File: config.mk
export PLATFORM = sky130hd
export DESIGN_NAME = multi_button_debounce_fsm
export DESIGN_NICKNAME = d
export VERILOG_FILES = /design/src/rtl/core/mbd_pkg.sv /design/src/rtl/core/mbd_lane.sv /design/src/rtl/core/mbd_merge.sv /design/src/rtl/core/multi_button_debounce_fsm.sv
export SDC_FILE = /design/constraint.sdc
export NUM_CORES = 1
export LEC_CHECK = 0
export BUFFER_PORTS_ARGS = -buffer_cell sky130_fd_sc_hd__buf_2
export CORE_MARGIN = 1.5
export CORE_UTILIZATION = 59
export DETAILED_ROUTE_END_ITERATION = 7
export PLACE_DENSITY = 0.81
export SETUP_SLACK_MARGIN = 0.05
export SLEW_MARGIN = 20
export SYNTH_ARGS = -nofsm -noshare
export SYNTH_HDL_FRONTEND = slang
export SYNTH_SLANG_ARGS = --single-unit
File: constraint.sdc
create_clock -name clk_i -period 3 [get_ports clk_i]
set_clock_uncertainty 0.1 [all_clocks]
set_input_delay 0.15 -clock clk_i [delete_from_list [all_inputs] [get_ports clk_i]]
set_output_delay 0.15 -clock clk_i [all_outputs]
set_load 0.03 [all_outputs]
File: src/rtl/core/mbd_pkg.sv
// Package: shared constants and types for the multi-button debouncer.
`timescale 1ns / 1ps
package mbd_pkg;

  localparam int unsigned NumButtonsDef = 4;
  localparam int unsigned CountWidthDef = 10;

  localparam int unsigned RegW = 10;

  localparam logic [RegW-1:0] PressSettleRst   = RegW'(80);
  localparam logic [RegW-1:0] SamplePeriodRst  = RegW'(50);
  localparam logic [RegW-1:0] ReleaseSettleRst = RegW'(50);

  typedef struct packed {
    logic press_ok;
    logic rel_seen;
  } lane_evt_t;

endpackage

File: src/rtl/core/mbd_lane.sv
// Per-button debounce machine: phase, countdown and previous level of one button.
`timescale 1ns / 1ps
module mbd_lane #(
  parameter int unsigned COUNT_WIDTH = mbd_pkg::CountWidthDef
) (
  input  logic                   clk_i,
  input  logic                   rst_ni,
  input  logic                   advance_i,
  input  logic                   level_i,
  input  logic [COUNT_WIDTH-1:0] press_load_i,
  input  logic [COUNT_WIDTH-1:0] sample_load_i,
  input  logic [COUNT_WIDTH-1:0] release_load_i,
  output mbd_pkg::lane_evt_t     evt_o
);
  import mbd_pkg::*;

  typedef enum logic [1:0] {
    PhWait,
    PhPress,
    PhSample,
    PhRelease
  } phase_e;

  phase_e                 phase_q, phase_d;
  logic [COUNT_WIDTH-1:0] cnt_q, cnt_d;
  logic                   prev_q;
  logic                   expire;
  logic [COUNT_WIDTH-1:0] cnt_dec;

  assign expire  = (cnt_q <= COUNT_WIDTH'(1));
  assign cnt_dec = expire ? '0 : (cnt_q - COUNT_WIDTH'(1));

  always_comb begin
    phase_d = phase_q;
    cnt_d   = cnt_q;
    evt_o   = '0;
    case (phase_q)
      PhWait: begin
        if (prev_q && !level_i) begin
          cnt_d   = press_load_i;
          phase_d = PhPress;
        end
      end
      PhPress: begin
        cnt_d = cnt_dec;
        if (expire) begin
          if (!level_i) begin
            evt_o.press_ok = 1'b1;
            cnt_d          = sample_load_i;
            phase_d        = PhSample;
          end else begin
            evt_o.rel_seen = 1'b1;
            phase_d        = PhWait;
          end
        end
      end
      PhSample: begin
        cnt_d = cnt_dec;
        if (expire) begin
          if (level_i) begin
            evt_o.rel_seen = 1'b1;
            cnt_d          = release_load_i;
            phase_d        = PhRelease;
          end else begin
            cnt_d = sample_load_i;
          end
        end
      end
      PhRelease: begin
        cnt_d = cnt_dec;
        if (expire) begin
          phase_d = PhWait;
        end
      end
      default: begin
        phase_d = PhWait;
      end
    endcase
  end

  always_ff @(posedge clk_i or negedge rst_ni) begin
    if (!rst_ni) begin
      phase_q <= PhWait;
      cnt_q   <= '0;
      prev_q  <= 1'b1;
    end else if (advance_i) begin
      phase_q <= phase_d;
      cnt_q   <= cnt_d;
      prev_q  <= level_i;
    end
  end

endmodule

File: src/rtl/core/mbd_merge.sv
// Merge stage: gathers lane events into result vectors and buffers them with a skid slot.
`timescale 1ns / 1ps
module mbd_merge #(
  parameter int unsigned NUM_BUTTONS = mbd_pkg::NumButtonsDef
) (
  input  logic                   clk_i,
  input  logic                   rst_ni,
  input  logic                   accept_i,
  input  mbd_pkg::lane_evt_t     evt_i [NUM_BUTTONS],
  input  logic                   out_stall_i,
  output logic                   out_valid_o,
  output logic [NUM_BUTTONS-1:0] press_confirmed_o,
  output logic [NUM_BUTTONS-1:0] release_seen_o,
  output logic                   full_o
);
  import mbd_pkg::*;

  logic [NUM_BUTTONS-1:0] conf_vec, rel_vec;
  logic                   main_valid_q, skid_valid_q;
  logic [NUM_BUTTONS-1:0] main_conf_q, main_rel_q;
  logic [NUM_BUTTONS-1:0] skid_conf_q, skid_rel_q;
  logic                   out_fire;

  always_comb begin
    for (int unsigned b = 0; b < NUM_BUTTONS; b++) begin
      conf_vec[b] = evt_i[b].press_ok;
      rel_vec[b]  = evt_i[b].rel_seen;
    end
  end

  assign out_fire = main_valid_q && !out_stall_i;

  always_ff @(posedge clk_i or negedge rst_ni) begin
    if (!rst_ni) begin
      main_valid_q <= 1'b0;
      skid_valid_q <= 1'b0;
    end else begin
      if (skid_valid_q) begin
        if (out_fire) begin
          skid_valid_q <= 1'b0;
        end
      end else if (accept_i) begin
        if (!main_valid_q || out_fire) begin
          main_valid_q <= 1'b1;
        end else begin
          skid_valid_q <= 1'b1;
        end
      end else if (out_fire) begin
        main_valid_q <= 1'b0;
      end
    end
  end

  always_ff @(posedge clk_i) begin
    if (skid_valid_q) begin
      if (out_fire) begin
        main_conf_q <= skid_conf_q;
        main_rel_q  <= skid_rel_q;
      end
    end else if (accept_i) begin
      if (!main_valid_q || out_fire) begin
        main_conf_q <= conf_vec;
        main_rel_q  <= rel_vec;
      end else begin
        skid_conf_q <= conf_vec;
        skid_rel_q  <= rel_vec;
      end
    end
  end

  assign out_valid_o       = main_valid_q;
  assign press_confirmed_o = main_conf_q;
  assign release_seen_o    = main_rel_q;
  assign full_o            = skid_valid_q;

endmodule

File: src/rtl/core/multi_button_debounce_fsm.sv
// Top level: multi-button debouncer with configuration port, button lanes and result merge.
//
// Usage:
//   Each input item is one timer tick carrying the active-low levels of all
//   buttons on button_levels_i; it is taken when in_valid_i is high and
//   in_stall_o is low. Every tick yields exactly one result item on the
//   output channel: press_confirmed_o and release_seen_o, one bit per button.
//   The result is registered in the result register or, if that is held, the
//   skid slot. Throughput is one item per cycle while in_stall_o is low; the
//   result register is backed by a one-entry skid slot.
//   When the receiver holds out_stall_i, the result stays put and one more
//   item is still taken into the skid slot; in_stall_o then rises until the
//   slot drains.
//   Reset puts every button in the waiting phase with a zero countdown and a
//   released previous level, loads the settle and sample registers with
//   80, 50 and 50 ticks, and empties the output.
//   The APB port holds the three timing registers at byte addresses 0, 4, 8.
`timescale 1ns / 1ps
module multi_button_debounce_fsm #(
  parameter int unsigned NUM_BUTTONS = mbd_pkg::NumButtonsDef,
  parameter int unsigned COUNT_WIDTH = mbd_pkg::CountWidthDef
) (
  input  logic                   clk_i,
  input  logic                   rst_ni,
  input  logic                   psel,
  input  logic                   penable,
  input  logic                   pwrite,
  input  logic [3:0]             paddr,
  input  logic [31:0]            pwdata,
  output logic [31:0]            prdata,
  output logic                   pready,
  input  logic                   in_valid_i,
  output logic                   in_stall_o,
  input  logic [NUM_BUTTONS-1:0] button_levels_i,
  output logic                   out_valid_o,
  input  logic                   out_stall_i,
  output logic [NUM_BUTTONS-1:0] press_confirmed_o,
  output logic [NUM_BUTTONS-1:0] release_seen_o
);
  import mbd_pkg::*;

  typedef enum logic [1:0] {
    RegPress   = 2'd0,
    RegSample  = 2'd1,
    RegRelease = 2'd2,
    RegNone    = 2'd3
  } reg_idx_e;

  localparam int unsigned LdW = (COUNT_WIDTH > RegW) ? COUNT_WIDTH : RegW;
  localparam logic [LdW-1:0] CntMax = LdW'((64'd1 << COUNT_WIDTH) - 64'd1);

  function automatic logic [COUNT_WIDTH-1:0] sat_load(input logic [RegW-1:0] r);
    logic [LdW-1:0] w;
    w = LdW'(r);
    if (w > CntMax) begin
      return '1;
    end
    return w[COUNT_WIDTH-1:0];
  endfunction

  logic [RegW-1:0]        press_q, sample_q, release_q;
  logic                   cfg_wr;
  reg_idx_e               cfg_idx;
  logic [COUNT_WIDTH-1:0] press_load, sample_load, release_load;
  logic                   in_accept;
  lane_evt_t              lane_evt [NUM_BUTTONS];
  logic                   skid_full;

  assign pready  = 1'b1;
  assign cfg_wr  = psel && penable && pwrite;
  assign cfg_idx = reg_idx_e'(paddr[3:2]);

  always_ff @(posedge clk_i or negedge rst_ni) begin
    if (!rst_ni) begin
      press_q   <= PressSettleRst;
      sample_q  <= SamplePeriodRst;
      release_q <= ReleaseSettleRst;
    end else if (cfg_wr) begin
      case (cfg_idx)
        RegPress:   press_q   <= pwdata[RegW-1:0];
        RegSample:  sample_q  <= pwdata[RegW-1:0];
        RegRelease: release_q <= pwdata[RegW-1:0];
        default: ;
      endcase
    end
  end

  always_comb begin
    case (cfg_idx)
      RegPress:   prdata = 32'(press_q);
      RegSample:  prdata = 32'(sample_q);
      RegRelease: prdata = 32'(release_q);
      default:    prdata = '0;
    endcase
  end

  assign press_load   = sat_load(press_q);
  assign sample_load  = sat_load(sample_q);
  assign release_load = sat_load(release_q);

  assign in_stall_o = skid_full;
  assign in_accept  = in_valid_i && !skid_full;

  for (genvar b = 0; b < NUM_BUTTONS; b++) begin : g_lane
    mbd_lane #(
      .COUNT_WIDTH (COUNT_WIDTH)
    ) u_lane (
      .clk_i          (clk_i),
      .rst_ni         (rst_ni),
      .advance_i      (in_accept),
      .level_i        (button_levels_i[b]),
      .press_load_i   (press_load),
      .sample_load_i  (sample_load),
      .release_load_i (release_load),
      .evt_o          (lane_evt[b])
    );
  end

  mbd_merge #(
    .NUM_BUTTONS (NUM_BUTTONS)
  ) u_merge (
    .clk_i             (clk_i),
    .rst_ni            (rst_ni),
    .accept_i          (in_accept),
    .evt_i             (lane_evt),
    .out_stall_i       (out_stall_i),
    .out_valid_o       (out_valid_o),
    .press_confirmed_o (press_confirmed_o),
    .release_seen_o    (release_seen_o),
    .full_o            (skid_full)
  );

`ifndef NO_ASSERTIONS
  a_stall_only_when_full: assert property (@(posedge clk_i) disable iff (!rst_ni)
    in_stall_o |-> out_valid_o)
    else $error("input stalled with empty output");

  a_no_double_event: assert property (@(posedge clk_i) disable iff (!rst_ni)
    out_valid_o |-> ((press_confirmed_o & release_seen_o) == '0))
    else $error("button reports press and release in one item");

  a_stalled_result_kept: assert property (@(posedge clk_i) disable iff (!rst_ni)
    (out_valid_o && out_stall_i) |=> out_valid_o)
    else $error("stalled result dropped");
`endif

endmodule

Word level (Yosys, flattened, before mapping)
Index checks and enable logic that the tools add are counted.
Operators by class
  bitwise operators: 2
  muxes and demuxes: 105
  add/subtract/negate cells: 4
  magnitude comparators: 7
  reduce and logical (&&, ||, !) cells: 38
  eq/ne operators: 36
Operators with widths (number)
  2-to-1 mux 10 bit: 30
  case mux 10 bit (4 select lines): 4
  2-to-1 mux 2 bit: 28
  <= comparator 10 x 1 -> 1 bit (second input constant): 4
  subtractor 10 x 1 -> 10 bit (second input constant): 4
  inequality test 2 x 1 -> 1 bit (second input constant): 17
  2-to-1 mux 4 bit: 8
  case mux 2 bit (4 select lines): 4
  > comparator 10 bit (second input constant): 3
  case mux 10 bit (3 select lines): 1
  2-to-1 mux 1 bit: 26
  AND reduction 6 bit: 4
  equality test 2 bit (second input constant): 9
  AND reduction 2 bit: 7
  equality test 2 x 1 -> 1 bit (second input constant): 5
  logical NOT 2 bit: 5
  inequality test 2 bit (second input constant): 5
  AND reduction 3 bit: 3
  logical AND 1 bit: 8
  case mux 1 bit (2 select lines): 4
  logical NOT 1 bit: 7
  nonzero test 2 bit: 3
  inverter 1 bit: 2
  logical OR 1 bit: 1
Storage, ports and cells
  logic and storage cells: 213
  input bits: 47
  flip-flop bits (word level): 100

Depth between registers and ports, before layout
  depth after elaboration: 6
  mapped depth: 9
  depth with buffers taken out: 7

Cells and area by module
Synthesis repeated with hierarchy kept, for this count alone.
Second synthesis, totals
  cell total of the unflattened synthesis: 747
  area total of the unflattened synthesis: 7058.0 µm²
By module, submodules not included
  mbd_lane at g_lane[1].u_lane ...: area an instance 1173.6 µm², instances 3, seq. area each 326.6 µm², cells each 138
  multi_button_debounce_fsm: area an instance 1651.6 µm², instances 1, seq. area each 760.7 µm², cells each 156
  mbd_lane at g_lane[0].u_lane: area an instance 1179.9 µm², instances 1, seq. area each 326.6 µm², cells each 140
  mbd_merge: area an instance 705.7 µm², instances 1, seq. area each 530.5 µm², cells each 37

Worst setup path after synthesis
Ideal clock, no wire load.
  path type: register to register
  from: reg g_lane[0].u_lane.cnt_q[4]
  to: reg with a tool-made name
  slack: 737 ps
  stages on the path, launching flop included: 7
  period minus slack after synthesis: 2263 ps
  data arrival time: 2038 ps
  setup time: 125 ps
  buffers on the path: 1
  cells stage by stage: dfrtp_1 > or4_1 > or3_1 > buf_6 > o21ai_4 > nand3_2 > mux2_4
RTL lines
  from (decl): RTL line mbd_lane.sv:25  | logic [COUNT_WIDTH-1:0] cnt_q, cnt_d;
  from (signal assigned): RTL line mbd_lane.sv:88  | cnt_q <= cnt_d;

==> metrics.txt <==
num ports 90; die area 0.0121 mm²; GP Congestion 0.915; Num CTS Buffers 9; layout cell share with drive strength beyond 1 18.6%; Cell Pwr Density 1030 mW/mm²; Highest Clock Rate 0.376 GHz; Main synth FF type dfrtp_1; Initial Utilization 61.4%; router iterations before antenna repair 8; critical path type register to register; Max H-tree Level 3; Post-Layout Cell Count 925; routed length on met2 9150 µm; # rows 38; worst-path fanout max 8; worst path arrival time 2.78 ns; Mapped Cells 735; Vias per Instance 6.79; Synth Area per Inst 9.18 µm²; antenna violations before repair 0; outcome finished clean; Pleak 3.07 nW; setup tns final 0 ns; most area-consuming cells after synthesis dfrtp_1 (27%), edfxtp_1 (7.1%), mux2_2 (7.0%); root buffer cell clkbuf_16; Worst-path clk slew 0.07 ns; Critical Path Source Type register; DRC 0; routed wl met3 2150 µm; crit-path max cell delay 0.54 ns; GR Util All Layers 33.7%; DP Cell Count 897; clock tree from TritonCTS built; IO Port Bufs 42; worst slew pin tran 0.893 ns; commonest non-fill, non-tap cell in the layout dfrtp_1; Max-Cap Viols 0; hold crit path type input pin to register; Netlist cell types 74; Yosys warnings 0; fin. max-slew vios 0; largest net degree at the start of global routing 53; most frequent cells in the layout dfrtp_1 (72), nand2_1 (67), o21ai_0 (64), a21oi_1 (45); n_diodes 0; Highest Signal Layer met4; Worst EP required 3.12 ns; crit share post-route 88.6%; Die Y 110 µm; crit-path cells inv_1, ha_1, o21bai_1, or3_1, nor3_1, mux2_2; Post-synth ARST share 84.0%; fin crit period 2.66 ns; clk_lat worst skew 0.35 ns; Setup crit end kind register; Post-synth EDFFs 16; drt first-iter violations 710; top cell type's share of synthesized area 26.7%; Metal-1 WL 7300 µm; routed len/inst 21.2 µm; post-synth top area cell dfrtp_1; layout overhead on the synthesized area 10.6%; DP HPWL 13400 µm; total number of vias 6281; antenna-violating nets left 0; # clock sinks 100; global-route wire length before repair 30700 µm; Mapped Area 0.00675 mm²; worst relative slew slack 40.1%; WL final 19600 µm; Final Hold Fails 0; die width 110 µm; Final Setup Violations 0; RSZ-0062 raised after global routing false; maximum vdd drop 0.000616 V; fin nets 851; vias in the first global route 5964; sequential fraction of the synthesis area 38.5%; Critical Path Slowest Stage Cell or3_1; total gr overflow 0; CORE AREA 0.0110 mm²; Yosys reg bits 100; clk buf depth 2
## power breakdown
part,switching (mW),internal (mW),leakage (nW)
clock network,0.528,0.692,0.153
registers,0.745,1.96,1.15
logic,2.26,1.48,1.76
## final timing paths
kind                       depth (start not counted)                         to  slack, ns                      start
setup / recovery                                   6  u_merge.release_seen_o[1]       0.34  g_lane[1].u_lane.cnt_q[0]
hold / removal                                     2                sample_q[8]      0.006                  pwdata[8]
setup reg to reg                                   6  u_merge.release_seen_o[1]       0.34  g_lane[1].u_lane.cnt_q[0]
hold reg to reg                                    2    g_lane[2].u_lane.prev_q       0.36    g_lane[2].u_lane.prev_q
max in group asynchronous                          3    g_lane[3].u_lane.prev_q       1.71                     rst_ni
min in group asynchronous                          2  g_lane[0].u_lane.cnt_q[8]       0.27                     rst_ni
## cell families (layout without fill, tap and decap cells)
group / count (synthesis) / after routing / synth area share, %
other cells: 2 / 23 / 0.111
fa+ha+maj: 24 / 24 / 4.45
mux: 55 / 55 / 9.01
buf+inv: 82 / 111 / 6.01
xor+xnor: 16 / 16 / 2.08
compound gates: 211 / 211 / 20.4
simple gates: 245 / 245 / 19.4
flops: 100 / 100 / 38.5
## synthesized netlist by cell type, types with 3 or more instances
cell type / n
o41ai_1: 3
dfrtp_1: 72
buf_4: 23
nor2b_1: 10
a32o_1: 4
o21ai_0: 64
nand3_1: 9
or4_1: 5
ha_1: 24
o211ai_1: 3
mux2i_1: 12
xor2_1: 4
mux2_2: 42
buf_2: 3
or3_1: 8
a31oi_1: 16
a221oi_1: 11
nor2_1: 42
xnor2_1: 12
a211oi_1: 8
nand2_1: 67
nor3_1: 23
and3_1: 11
a22o_1: 7
o22ai_1: 3
and2_1: 6
or2_2: 4
clkbuf_1: 27
o221ai_1: 4
nor3b_1: 6
inv_1: 24
edfxtp_1: 16
a22oi_1: 11
nand2b_1: 8
nand4_1: 4
dfstp_2: 12
nor4_1: 8
a21oi_1: 45
o31ai_1: 6
buf_1: 4
nand3b_1: 22
## metrics by stage
step	power [mW]	utilization, %	setup WS, ns	hold WS, ns	area, µm²
6_report	7.66	67.9	0.342	0.00563	7460
3_3_place_gp	6.11	64.0	0.547	0.113	7030
2_1_floorplan	5.21	-	0.737	-0.246	6830
4_1_cts	7.53	67.8	0.284	0.00283	7440
3_5_place_dp	6.28	64.0	0.380	0.130	7030
5_1_grt	8.13	67.9	0.157	0.00866	7460
## layout make-up
class | instances | area (µm²)
well taps | 140 | 175
clock inverters | 4 | 48.8
multi-input cells | 574 | 3830
clock buffers | 12 | 256
inverters | 24 | 90.1
repair buffers | 71 | 460
fillers | 845 | 3520
flip-flops and latches | 100 | 2600
## critical path: cells and delay by family, from the launching register on
kind,cells,cell delay [ns]
AOI/OAI and AO/OA,1,0.26
DFF,1,0.43
muxes,1,0.25
adders and majority gates,1,0.34
and+or+nand+nor,2,1.01
buffers and inverters,1,0.13
## registers in the layout (all words and copies together), names as in the netlist, named ones only
register	flops
g_lane.u_lane.cnt_q	40
g_lane.u_lane.phase_q	4
g_lane.u_lane.prev_q	4
press_q	10
release_q	10
sample_q	10
u_merge.full_o	1
u_merge.out_valid_o	1
u_merge.press_confirmed_o	4
u_merge.release_seen_o	4
u_merge.skid_conf_q	4
u_merge.skid_rel_q	4
## timing repair
action | 4_1_cts | 5_1_grt
endpoints found under the setup margin | 0 | 1
hold endpoints to repair | 64 | 2
gates resized for setup | 0 | 1
setup buffers | 0 | 0
hold buffers | 11 | 1
## routing by layer
layer  GRT usage [%]  vias up
li1                -     2769
met1            42.9     3002
met2            54.3      407
met3            6.16      103
met4            18.5        0
met5               0        -
Power figures use the tool's default switching activity.
